--- src/rtl/ptic_fifo.sv ---
// ----------------------------------------------------------------------------
// ptic_fifo
// small first-word-fall-through queue in flip-flops, power-of-two depth
// ----------------------------------------------------------------------------
module ptic_fifo #(
  parameter type T     = logic,
  parameter int  DEPTH = 2
) (
  input  logic                     clk,
  input  logic                     rst,
  input  logic                     push,
  input  T                         wdata,
  output logic                     full,
  input  logic                     pop,
  output T                         rdata,
  output logic                     empty,
  output logic [$clog2(DEPTH):0]   count
);

  localparam int AW = $clog2(DEPTH);

  T               mem [DEPTH];
  logic [AW-1:0]  wr_ptr;
  logic [AW-1:0]  rd_ptr;
  logic [AW:0]    level;
  logic           do_push;
  logic           do_pop;

  assign full    = (level == (AW+1)'(DEPTH));
  assign empty   = (level == '0);
  assign count   = level;
  assign do_push = push && !full;
  assign do_pop  = pop && !empty;
  assign rdata   = mem[rd_ptr];

  always_ff @(posedge clk) begin
    if (do_push) begin
      mem[wr_ptr] <= wdata;
    end
  end

  always_ff @(posedge clk) begin
    if (rst) begin
      wr_ptr <= '0;
      rd_ptr <= '0;
      level  <= '0;
    end else begin
      if (do_push) begin
        wr_ptr <= wr_ptr + 1'b1;
      end
      if (do_pop) begin
        rd_ptr <= rd_ptr + 1'b1;
      end
      case ({do_push, do_pop})
        2'b10:   level <= level + 1'b1;
        2'b01:   level <= level - 1'b1;
        default: level <= level;
      endcase
    end
  end

endmodule

--- config.mk ---
export PLATFORM = sky130hd
export DESIGN_NAME = ptic_fifo
export DESIGN_NICKNAME = d
export VERILOG_FILES = /design/src/rtl/ptic_fifo.sv
export SDC_FILE = /design/constraint.sdc
export NUM_CORES = 1
export LEC_CHECK = 0
export BUFFER_PORTS_ARGS = -buffer_cell sky130_fd_sc_hd__clkbuf_2
export CORE_AREA = 2 2 39 41
export DETAILED_ROUTE_END_ITERATION = 10
export DIE_AREA = 0 0 41 43
export SYNTH_ARGS = -nofsm -noshare
export SYNTH_HDL_FRONTEND = slang
export SYNTH_SLANG_ARGS = --single-unit
export TNS_END_PERCENT = 5
--- constraint.sdc ---
create_clock -name clk -period 1.4 [get_ports clk]
set_input_delay 0.07 -clock clk [delete_from_list [all_inputs] [get_ports clk]]
set_output_delay 0.07 -clock clk [all_outputs]
set_load 0.01 [all_outputs]
==> out/metrics.yaml <==
tritoncts: "built"
design_area_um2: 444
dr.pass1.iters: 1
finalHoldViolations: 0
clkSlewWorstSetupHoldPaths_ns: 0.05
startpoint_type: "flop"
core_area_um2: 1380
hold_depth: 1
power.switching_w: 0.000321
drive_gt1_share_pct: 50.0
numClockSinks: 7
wl_per_cell_um: 9.00
grt_overflow: 0
final_max_slew_viol_count: 0
synth_edf_count: 2
ant_nets: 0
num_antenna_cells: 0
avgSynthCellArea_um2: 10.2
drt_iter0_drc: 0
die-area_um2: 1760
grt_max_degree: 6
finClkSkew_ns: 0.00235
synth.most_common_cell: "dfxtp_1"
yosysSeqAreaShare_pct: 54.2
yosysUniqueCellTypes: 16
pre_cts_ws_ns: 0.0198
ff2ff_path_depth: 5
clock_path_buffers: 2
synth_top_cell_by_area: "dfxtp_1"
p_int_w: 0.000672
endpoint_kind: "flop"
min_period_over_period_pct: 96.5
syn_to_final_growth_pct: 50.4
status: "complete, no violations"
fill_cells: 160
wirelength_um: 576
pwr-share-clk_pct: 18.1
drv_cap: 0
viasPerCell: 3.95
grt.total_usage_pct: 9.36
htreeDepth: 1
critPathMaxFanout: 4
numCtsBuffers: 3
synth_top_area_share_pct: 33.9
fin_util_pct: 32.1
setup_ws_ns: 0.0491
yosys_warnings: 0
rsz0062_at_grt: "true"
via_count: 253
worst_hold_path_type: "in -> reg"
fmax_ghz: 0.740
power_density_nw_per_um2: 2230
io_buffers: 9
cts_hold_buf: 0
required_ns: 1.58
power_switching_share_pct: 32.4
synth-seq-cells: 7
setup_viol: 0
relSlewSlack_pct: 88.3
vdd_drop_max_v: 0.000888
chipWidth_um: 41
synthTopCellsByArea: "dfxtp_1, edfxtp_1, xnor2_1, nor2_1, ha_1"
clock_latency_ns: 0.25
drc: 0
gp_congestion: 0.645
die_y_um: 43
rows: 14
tightestPinTransition_ns: 0.175
critical_path_class: "reg -> reg"
power_frac_comb_pct: 48.5
syn_area_um2: 295
synthesis.nets: 35
start_util_pct: 21.3
p_leak_nw: 0.214
async_flop_share_pct: 0
io_pins: 10
root_buffer: "clkbuf_4"
syn_inst: 29
grt_pass1_vias: 264
grt_pass1_wl_um: 1030
finalNetCount: 55
critPathArrivalTime_ns: 1.53
placed_area_um2: 400
synth_flop_cell: "dfxtp_1"
period_needed_ns: 1.35
seqPwrFrac_pct: 33.4
place_hpwl_um: 466
synthTopCellsByCount: "dfxtp_1, nor2_1"
antenna_found_initial: 0
-- per-stage QoR --
step	std cells	TNS (ns)	hold WS (ns)	power, W
after floorplan	29	0	0.132	0.000592
after global placement	58	0	0.268	0.000774
after detailed placement	58	0	0.278	0.000785
after CTS	62	0	0.0123	0.000977
after global routing	64	-0.0160	0.0177	0.00109
final	64	0	0.0243	0.000993
-- layout make-up --
cell class	instances	area, um^2	share of cell area, %
Sequential cell	7	165	37.2
Multi-Input combinational cell	19	131	29.6
Timing Repair Buffer	15	90.1	20.3
Clock buffer	4	26.3	5.92
Tap cell	16	20.0	4.51
Inverter	3	11.3	2.54
-- cells by family after synthesis --
kind of cell             Yosys count  synth area share [%]
AND/OR/NAND/NOR                    9                  15.7
flip-flops                         7                  54.2
AO/OA/AOI/OAI                      5                  9.32
XOR/XNOR                           3                  8.90
buffers and inverters              3                  3.81
multiplexers                       1                  3.81
adder cells (fa/ha/maj)            1                  4.24
-- worst paths after layout --
path	start	end	slack, ns
setup / recovery	count[0]	count[1]	0.05
hold / removal	wdata	mem[1]	0.02
setup reg to reg	count[0]	count[1]	0.05
hold reg to reg	wr_ptr	wr_ptr	0.48
-- routing by layer --
layer | GRT usage, % | vias up | routed length, um
li1 | - | 134 | -
met1 | 9.71 | 110 | 256
met2 | 12.2 | 7 | 274
met3 | 6.28 | 2 | 36
met4 | 8.00 | 0 | 8
met5 | 0 | - | 0
-- power groups by stage --
stage / combinational [W] / sequential (W) / clock, W
final: 0.000481 / 0.000332 / 0.000180
after floorplan: 0.000233 / 0.000359 / 0
after CTS: 0.000447 / 0.000334 / 0.000196
after global placement: 0.000438 / 0.000336 / 0
after detailed placement: 0.000447 / 0.000338 / 0
after global routing: 0.000547 / 0.000344 / 0.000204
-- cells in the final DEF, fill, tap and decap left out --
cell type  instances
a21oi_1            2
and3_1             1
buf_4              6
clkbuf_1           1
clkbuf_2           9
clkbuf_4           3
dfxtp_1            3
dfxtp_2            1
dfxtp_4            1
edfxtp_1           2
ha_2               1
inv_1              2
inv_2              1
mux2_2             1
nand2_1            1
nand2b_4           1
nor2_1             4
o21a_1             1
o21ai_0            2
or3_1              2
xnor2_1            2
xor2_1             1
-- worst max-delay path, stage by stage, from the launching register on --
cell      delay (ns)
dfxtp_4         0.35
nand2b_4        0.14
nand2_1         0.07
ha_2            0.27
or3_1           0.34
a21oi_1         0.11
-- what timing repair did --
item / 4_1_cts / 5_1_grt
buffers inserted: 0 / 2
endpoints found under the setup margin: 0 / 1
endpoints found under the hold margin: 0 / 0
resized for setup: 0 / 1
Note: power is estimated with default switching activity, not from simulation.
