## config.mk

```make
export PLATFORM = sky130hd
export DESIGN_NAME = ptic_front
export DESIGN_NICKNAME = d
export VERILOG_FILES = /design/src/rtl/ptic_pkg.sv /design/src/rtl/ptic_front.sv
export SDC_FILE = /design/constraint.sdc
export NUM_CORES = 2
export LEC_CHECK = 0
export BUFFER_PORTS_ARGS = -buffer_cell sky130_fd_sc_hd__clkbuf_2
export CORE_ASPECT_RATIO = 1.1
export CORE_MARGIN = 1
export CORE_UTILIZATION = 64
export CTS_CLUSTER_SIZE = 20
export DETAILED_ROUTE_END_ITERATION = 16
export MAX_ROUTING_LAYER = met4
export PLACE_DENSITY = 0.84
export SETUP_SLACK_MARGIN = 0.2
export SYNTH_ARGS = -nofsm -noshare
export SYNTH_HDL_FRONTEND = slang
export SYNTH_SLANG_ARGS = --single-unit
```

## constraint.sdc

```tcl
create_clock -name clk -period 23.7 [get_ports clk]
set_clock_uncertainty 0.15 [all_clocks]
set_input_delay 4.74 -clock clk [delete_from_list [all_inputs] [get_ports clk]]
set_output_delay 4.74 -clock clk [all_outputs]
set_load 0.005 [all_outputs]
```

## src/rtl/ptic_pkg.sv

```systemverilog
// ----------------------------------------------------------------------------
// ptic_pkg
// shared types and constants for the periodic tetrahedron inversion check
// ----------------------------------------------------------------------------
package ptic_pkg;

  localparam int FIELD_BITS = 16;
  localparam int BOX_BITS   = 17;
  localparam int DIFF_BITS  = 17;
  localparam int VOL_BITS   = 52;
  localparam int LEN_BITS   = 34;
  localparam int NUM_EDGES  = 6;
  localparam int EDGE_IDX_BITS = 3;

  // edge order: (0,1) (0,2) (0,3) (1,2) (1,3) (2,3)
  localparam logic [1:0] EDGE_FIRST  [NUM_EDGES] = '{2'd0, 2'd0, 2'd0, 2'd1, 2'd1, 2'd2};
  localparam logic [1:0] EDGE_SECOND [NUM_EDGES] = '{2'd1, 2'd2, 2'd3, 2'd2, 2'd3, 2'd3};

  typedef logic [FIELD_BITS-1:0]       coord_t;
  typedef logic [BOX_BITS-1:0]         box_t;
  typedef logic signed [DIFF_BITS-1:0] diff_t;
  typedef logic [EDGE_IDX_BITS-1:0]    edge_idx_t;

  typedef struct packed {
    coord_t v0_x;
    coord_t v0_y;
    coord_t v0_z;
    coord_t v1_x;
    coord_t v1_y;
    coord_t v1_z;
    coord_t v2_x;
    coord_t v2_y;
    coord_t v2_z;
    coord_t v3_x;
    coord_t v3_y;
    coord_t v3_z;
  } in_item_t;

  typedef struct packed {
    logic signed [VOL_BITS-1:0] signed_volume;
    logic                       inverted;
    logic [1:0]                 edge_first;
    logic [1:0]                 edge_second;
    logic [LEN_BITS-1:0]        edge_length_sq;
  } result_t;

  typedef struct packed {
    diff_t x;
    diff_t y;
    diff_t z;
  } vec_t;

  // wrapped edge vectors of all six pairs, handed from front to back
  typedef struct packed {
    vec_t [NUM_EDGES-1:0] edges;
  } edge_set_t;

  // back pipeline occupancy, used for output credit
  typedef struct packed {
    logic [2:0] inflight;
  } back_stat_t;

endpackage

```

## src/rtl/ptic_front.sv

```systemverilog
// ----------------------------------------------------------------------------
// ptic_front
// accepts vertex items and wraps the six pair differences into the box
// ----------------------------------------------------------------------------
module ptic_front #(
  parameter int COORD_BITS = 16
) (
  input  logic                clk,
  input  logic                rst,
  input  logic                push,
  input  ptic_pkg::in_item_t  item,
  output logic                full,
  input  ptic_pkg::box_t      box_size,
  output logic                q_push,
  output ptic_pkg::edge_set_t q_data,
  input  logic                q_full
);

  localparam ptic_pkg::coord_t COORD_MASK =
    ptic_pkg::coord_t'((32'd1 << COORD_BITS) - 32'd1);

  ptic_pkg::coord_t    vc [4][3];
  ptic_pkg::edge_set_t wrapped;
  ptic_pkg::edge_set_t r_data;
  logic                r_valid;
  logic                accept;

  // d = to - from, wrapped once: 2d >= L takes off L, 2d < -L adds L
  function automatic ptic_pkg::diff_t wrap(ptic_pkg::coord_t from, ptic_pkg::coord_t to,
                                           ptic_pkg::box_t len);
    logic signed [17:0] d;
    logic signed [18:0] d2;
    logic signed [18:0] l;
    logic signed [18:0] r;
    d  = $signed({2'b00, to}) - $signed({2'b00, from});
    d2 = {d, 1'b0};
    l  = $signed({2'b00, len});
    if (d2 >= l) begin
      r = 19'(d) - l;
    end else if (d2 < -l) begin
      r = 19'(d) + l;
    end else begin
      r = 19'(d);
    end
    return ptic_pkg::diff_t'(r[ptic_pkg::DIFF_BITS-1:0]);
  endfunction

  always_comb begin
    vc[0][0] = item.v0_x & COORD_MASK;
    vc[0][1] = item.v0_y & COORD_MASK;
    vc[0][2] = item.v0_z & COORD_MASK;
    vc[1][0] = item.v1_x & COORD_MASK;
    vc[1][1] = item.v1_y & COORD_MASK;
    vc[1][2] = item.v1_z & COORD_MASK;
    vc[2][0] = item.v2_x & COORD_MASK;
    vc[2][1] = item.v2_y & COORD_MASK;
    vc[2][2] = item.v2_z & COORD_MASK;
    vc[3][0] = item.v3_x & COORD_MASK;
    vc[3][1] = item.v3_y & COORD_MASK;
    vc[3][2] = item.v3_z & COORD_MASK;
  end

  always_comb begin
    for (int k = 0; k < ptic_pkg::NUM_EDGES; k++) begin
      wrapped.edges[k].x = wrap(vc[ptic_pkg::EDGE_FIRST[k]][0],
                                vc[ptic_pkg::EDGE_SECOND[k]][0], box_size);
      wrapped.edges[k].y = wrap(vc[ptic_pkg::EDGE_FIRST[k]][1],
                                vc[ptic_pkg::EDGE_SECOND[k]][1], box_size);
      wrapped.edges[k].z = wrap(vc[ptic_pkg::EDGE_FIRST[k]][2],
                                vc[ptic_pkg::EDGE_SECOND[k]][2], box_size);
    end
  end

  assign full   = r_valid && q_full;
  assign accept = push && !full;
  assign q_push = r_valid && !q_full;
  assign q_data = r_data;

  always_ff @(posedge clk) begin
    if (accept) begin
      r_data <= wrapped;
    end
  end

  always_ff @(posedge clk) begin
    if (rst) begin
      r_valid <= 1'b0;
    end else if (accept) begin
      r_valid <= 1'b1;
    end else if (q_push) begin
      r_valid <= 1'b0;
    end
  end

endmodule

```

==> results by group <==
Floorplan
  – CORE AREA: 101200 um2
  – Die W: 307.5 um
  – Die Y: approximately 340 um
  – Io pins: 521
  – Initial Utilization: ~65%
  – Num rows: ~120
  – DIE AREA: between 100000 and 150000 um2

Hold path
  – WHS Endpoint: r_valid
  – Hold path start: r_valid
  – Min-Delay Path Depth: 3
  – Worst Hold Class: reg -> reg

Synth
  – Simple-Gate Fraction of Synth Area: approximately 16%
  – Synth top area share: approximately 28%
  – Synth cell types: ~100
  – Post-synth ARST share: 0%
  – Largest family of logic cells by synthesized area: compound AO/OA/AOI/OAI gates
  – Mapped Cells: roughly 7.9k
  – Seq/Total Area, Yosys: 14.02%
  – Compound-cell area share of the yosys netlist: a little under a third
  – Post-Synth Adder-Cell Area: a little under a third
  – Ranking of synthesized cells by area: ha_1 28%, edfxtp_1 14%, a21oi_1 5.2%, nor2_1 3.5%, inv_1 3.0%
  – Primary FF master, synth: edfxtp_1
  – Post-Syn Area per Cell: a little over 8 um2
  – Synth area leader: ha_1
  – Post-synth EDFFs: about 310
  – Post-synth net total: between 9k and 10k
  – XOR/XNOR Fraction of Synth Area: 3.467%
  – Mapped cell area: 65690 um2
  – Synth warn: 0
  – Flops & latches, synth: slightly above 300
  – Mux share of post-synthesis cell area: less than 1%

Worst setup path
  – R2r startpoint: r_valid
  – Crit Path Class: in -> reg
  – Worst setup EP type: register
  – Worst endpoint required time: between 20000 and 25000 ps
  – Worst reg-to-reg setup slack: 20150 ps
  – R2R depth: 5
  – Worst Path Arrival: around 11000 ps
  – Worst flop-to-flop path endpoint: q_data[4]
  – Critical Path Fanout Max: 30
  – Crit start category: input pin

GRT
  – GRT Total Usage: approximately 52%
  – Initial antenna violation count: 17
  – Overflow left after global routing: 0
  – Vias in the first global route: 66.29k
  – First-pass GRT wire length: between 400 and 500 mm
  – Largest net degree at the start of global routing: 76

Route
  – Via density: ~7.4
  – Drt pass-1 iters: 14
  – WL met3: about 38 mm
  – Top sig layer: met4
  – # DRC: 0
  – Met2 wire length: between 100 and 150 mm
  – Detailed-route via count: 72.49k
  – Detailed Route WL: approximately 280 mm
  – Met1 WL: 96.27 mm
  – Final ANT Viol Nets: 0
  – First-iteration detailed-routing DRC count: around 10k
  – Routed len/inst: 28.12 um

Finish
  – Area Growth Syn to Fin: 9.122%
  – Layout cells sized above 1: a little over a tenth
  – Core Util, Final: between 70% and 80%
  – Commonest cells after routing, fill and taps aside: 1477 x ha_1, 688 x a21oi_1, 615 x nor2_1
  – Most common cell after layout, fill and taps aside: ha_1
  – Post-route cell area: approximately 72000 um2
  – Fin nets: between 10k and 15k

Clock network
  – CTS Buffer Depth: 3
  – Clock Sinks: 307
  – Gates resized, CTS repair: 0
  – CTS Root Buffer Type: clkbuf_16
  – CTS tree: yes
  – # H-tree levels: 2
  – Hold buffer count at CTS: 0
  – CTS clk-pin slew, worst paths: approximately 70 ps
  – Clock Latency Late Sink: between 600 and 700 ps
  – Number of setup buffers added after CTS: 0
  – Total CTS buffers: 43

Place
  – GP Congestion: ~1.1
  – Port-buffer cells: between 500 and 600
  – Final HPWL DP: ~200 mm
  – Cell Area, Placed: about 70000 um2

Timing
  – Max-slew violations: 4
  – Final Setup Violations: 0
  – Max_slew headroom: -7.251%
  – Crit path time final: ~11000 ps
  – RSZ-0062 raised after global routing: no
  – Endpoints failing hold: 0
  – Fin crit share: approximately 46%
  – Worst-margin pin slew: 1594 ps
  – Achievable Freq: around 91 MHz
  – Total negative slack: 0 ps

Power
  – Seq pwr share: 17.0%
  – Net Sw Frac: between 50% and 60%
  – Internal power: around 0.0026 W
  – PD cells: approximately 76 nW/um2
  – Combinational power share: a little over two thirds
  – Share of total power in the clock network: approximately 13%
  – Switching pwr: ~0.0028 W
  – Maximum VDD drop: around 0.064 mV
  – Leakage power: ~33 nW

Status
  – Violated checks: max-capacitance violations, max-slew violations
  – Outcome: finished with violations

Job
  – Max-cap violation count: 1
flip-flops by register name (all words and copies together), names as in the netlist:
name / flops
q_data: 306
r_valid: 1
stage by stage:
| step | instances | worst slack [ps] | total power (W) | hold slack (ps) |
|---|---|---|---|---|
| final | 9858 | 12700 | 0.005419 | 518.8 |
| after global placement | 9755 | 12620 | 0.004429 | 504.1 |
| after CTS | 9834 | 13150 | 0.005235 | 516.0 |
| after floorplan | 7948 | 4122 | 0.003424 | 440.6 |
| after global routing | 9847 | 12610 | 0.005686 | 553.7 |
| after detailed placement | 9755 | 12490 | 0.004536 | 507.2 |
cells by family after synthesis:
kind of cell | after synthesis
XOR/XNOR | 260
AND/OR/NAND/NOR | 2146
adder cells (fa/ha/maj) | 1549
AO/OA/AOI/OAI | 2925
flip-flops | 307
multiplexers | 39
buffers and inverters | 722
final cells by class:
type	count	area (um2)
diodes	24	60.06
clock buffers	52	1161
clock inverters	27	219.0
fillers	8333	29530
inverters	529	1989
multi-input cells	6919	53850
flip-flops and latches	307	9209
well taps	1364	1707
repair buffers	636	3481
critical path, stage by stage:
cell       delay (ps)
clkbuf_2          390
nor4_1            500
nand2_1           170
nor4_1           1230
and3_1            380
nand2_1           130
nor2_1            200
xnor2_2           330
buf_4             530
ha_1              190
nand2_1            60
nor3_1            220
a31oi_1           110
o21ai_0           110
a21o_1            830
inv_1             530
a311o_1           490
a2bb2oi_1         180
worst max-delay path by stage:
stage	startpoint	to	slack, ps	cells after the start
after floorplan	q_full	q_data[0]	4120	2
after global placement	box_size[3]	q_data[22]	12620	19
after detailed placement	box_size[3]	q_data[224]	12490	19
after CTS	box_size[3]	q_data[230]	13150	19
after global routing	box_size[3]	q_data[245]	12610	19
final	box_size[2]	q_data[245]	12700	18
synth_stat cells (126+ instances only):
cell	n
o21a_1	154
ha_1	1477
xnor2_1	205
nand3_1	152
clkbuf_1	149
nand2b_1	159
nand2_1	389
inv_1	524
a221o_1	126
a21oi_1	688
nor3_1	250
nor2_1	617
edfxtp_1	306
a21o_1	224
nor2b_1	137
o21ai_0	371
power by group through the flow:
stage          Clock, W  Sequential [W]  Combinational [W]
2_1_floorplan         0        0.000908            0.00252
3_5_place_dp          0        0.000919            0.00362
4_1_cts        0.000683        0.000912            0.00364
3_3_place_gp          0        0.000921            0.00351
6_report       0.000691        0.000921            0.00381
5_1_grt        0.000698        0.000923            0.00406
per-layer routing:
layer	up-vias	track usage, %
li1	31760	-
met1	33330	59.54
met2	5549	75.08
met3	1849	14.69
met4	0	45.34
met5	-	-
(Power assumes the default switching activity.)
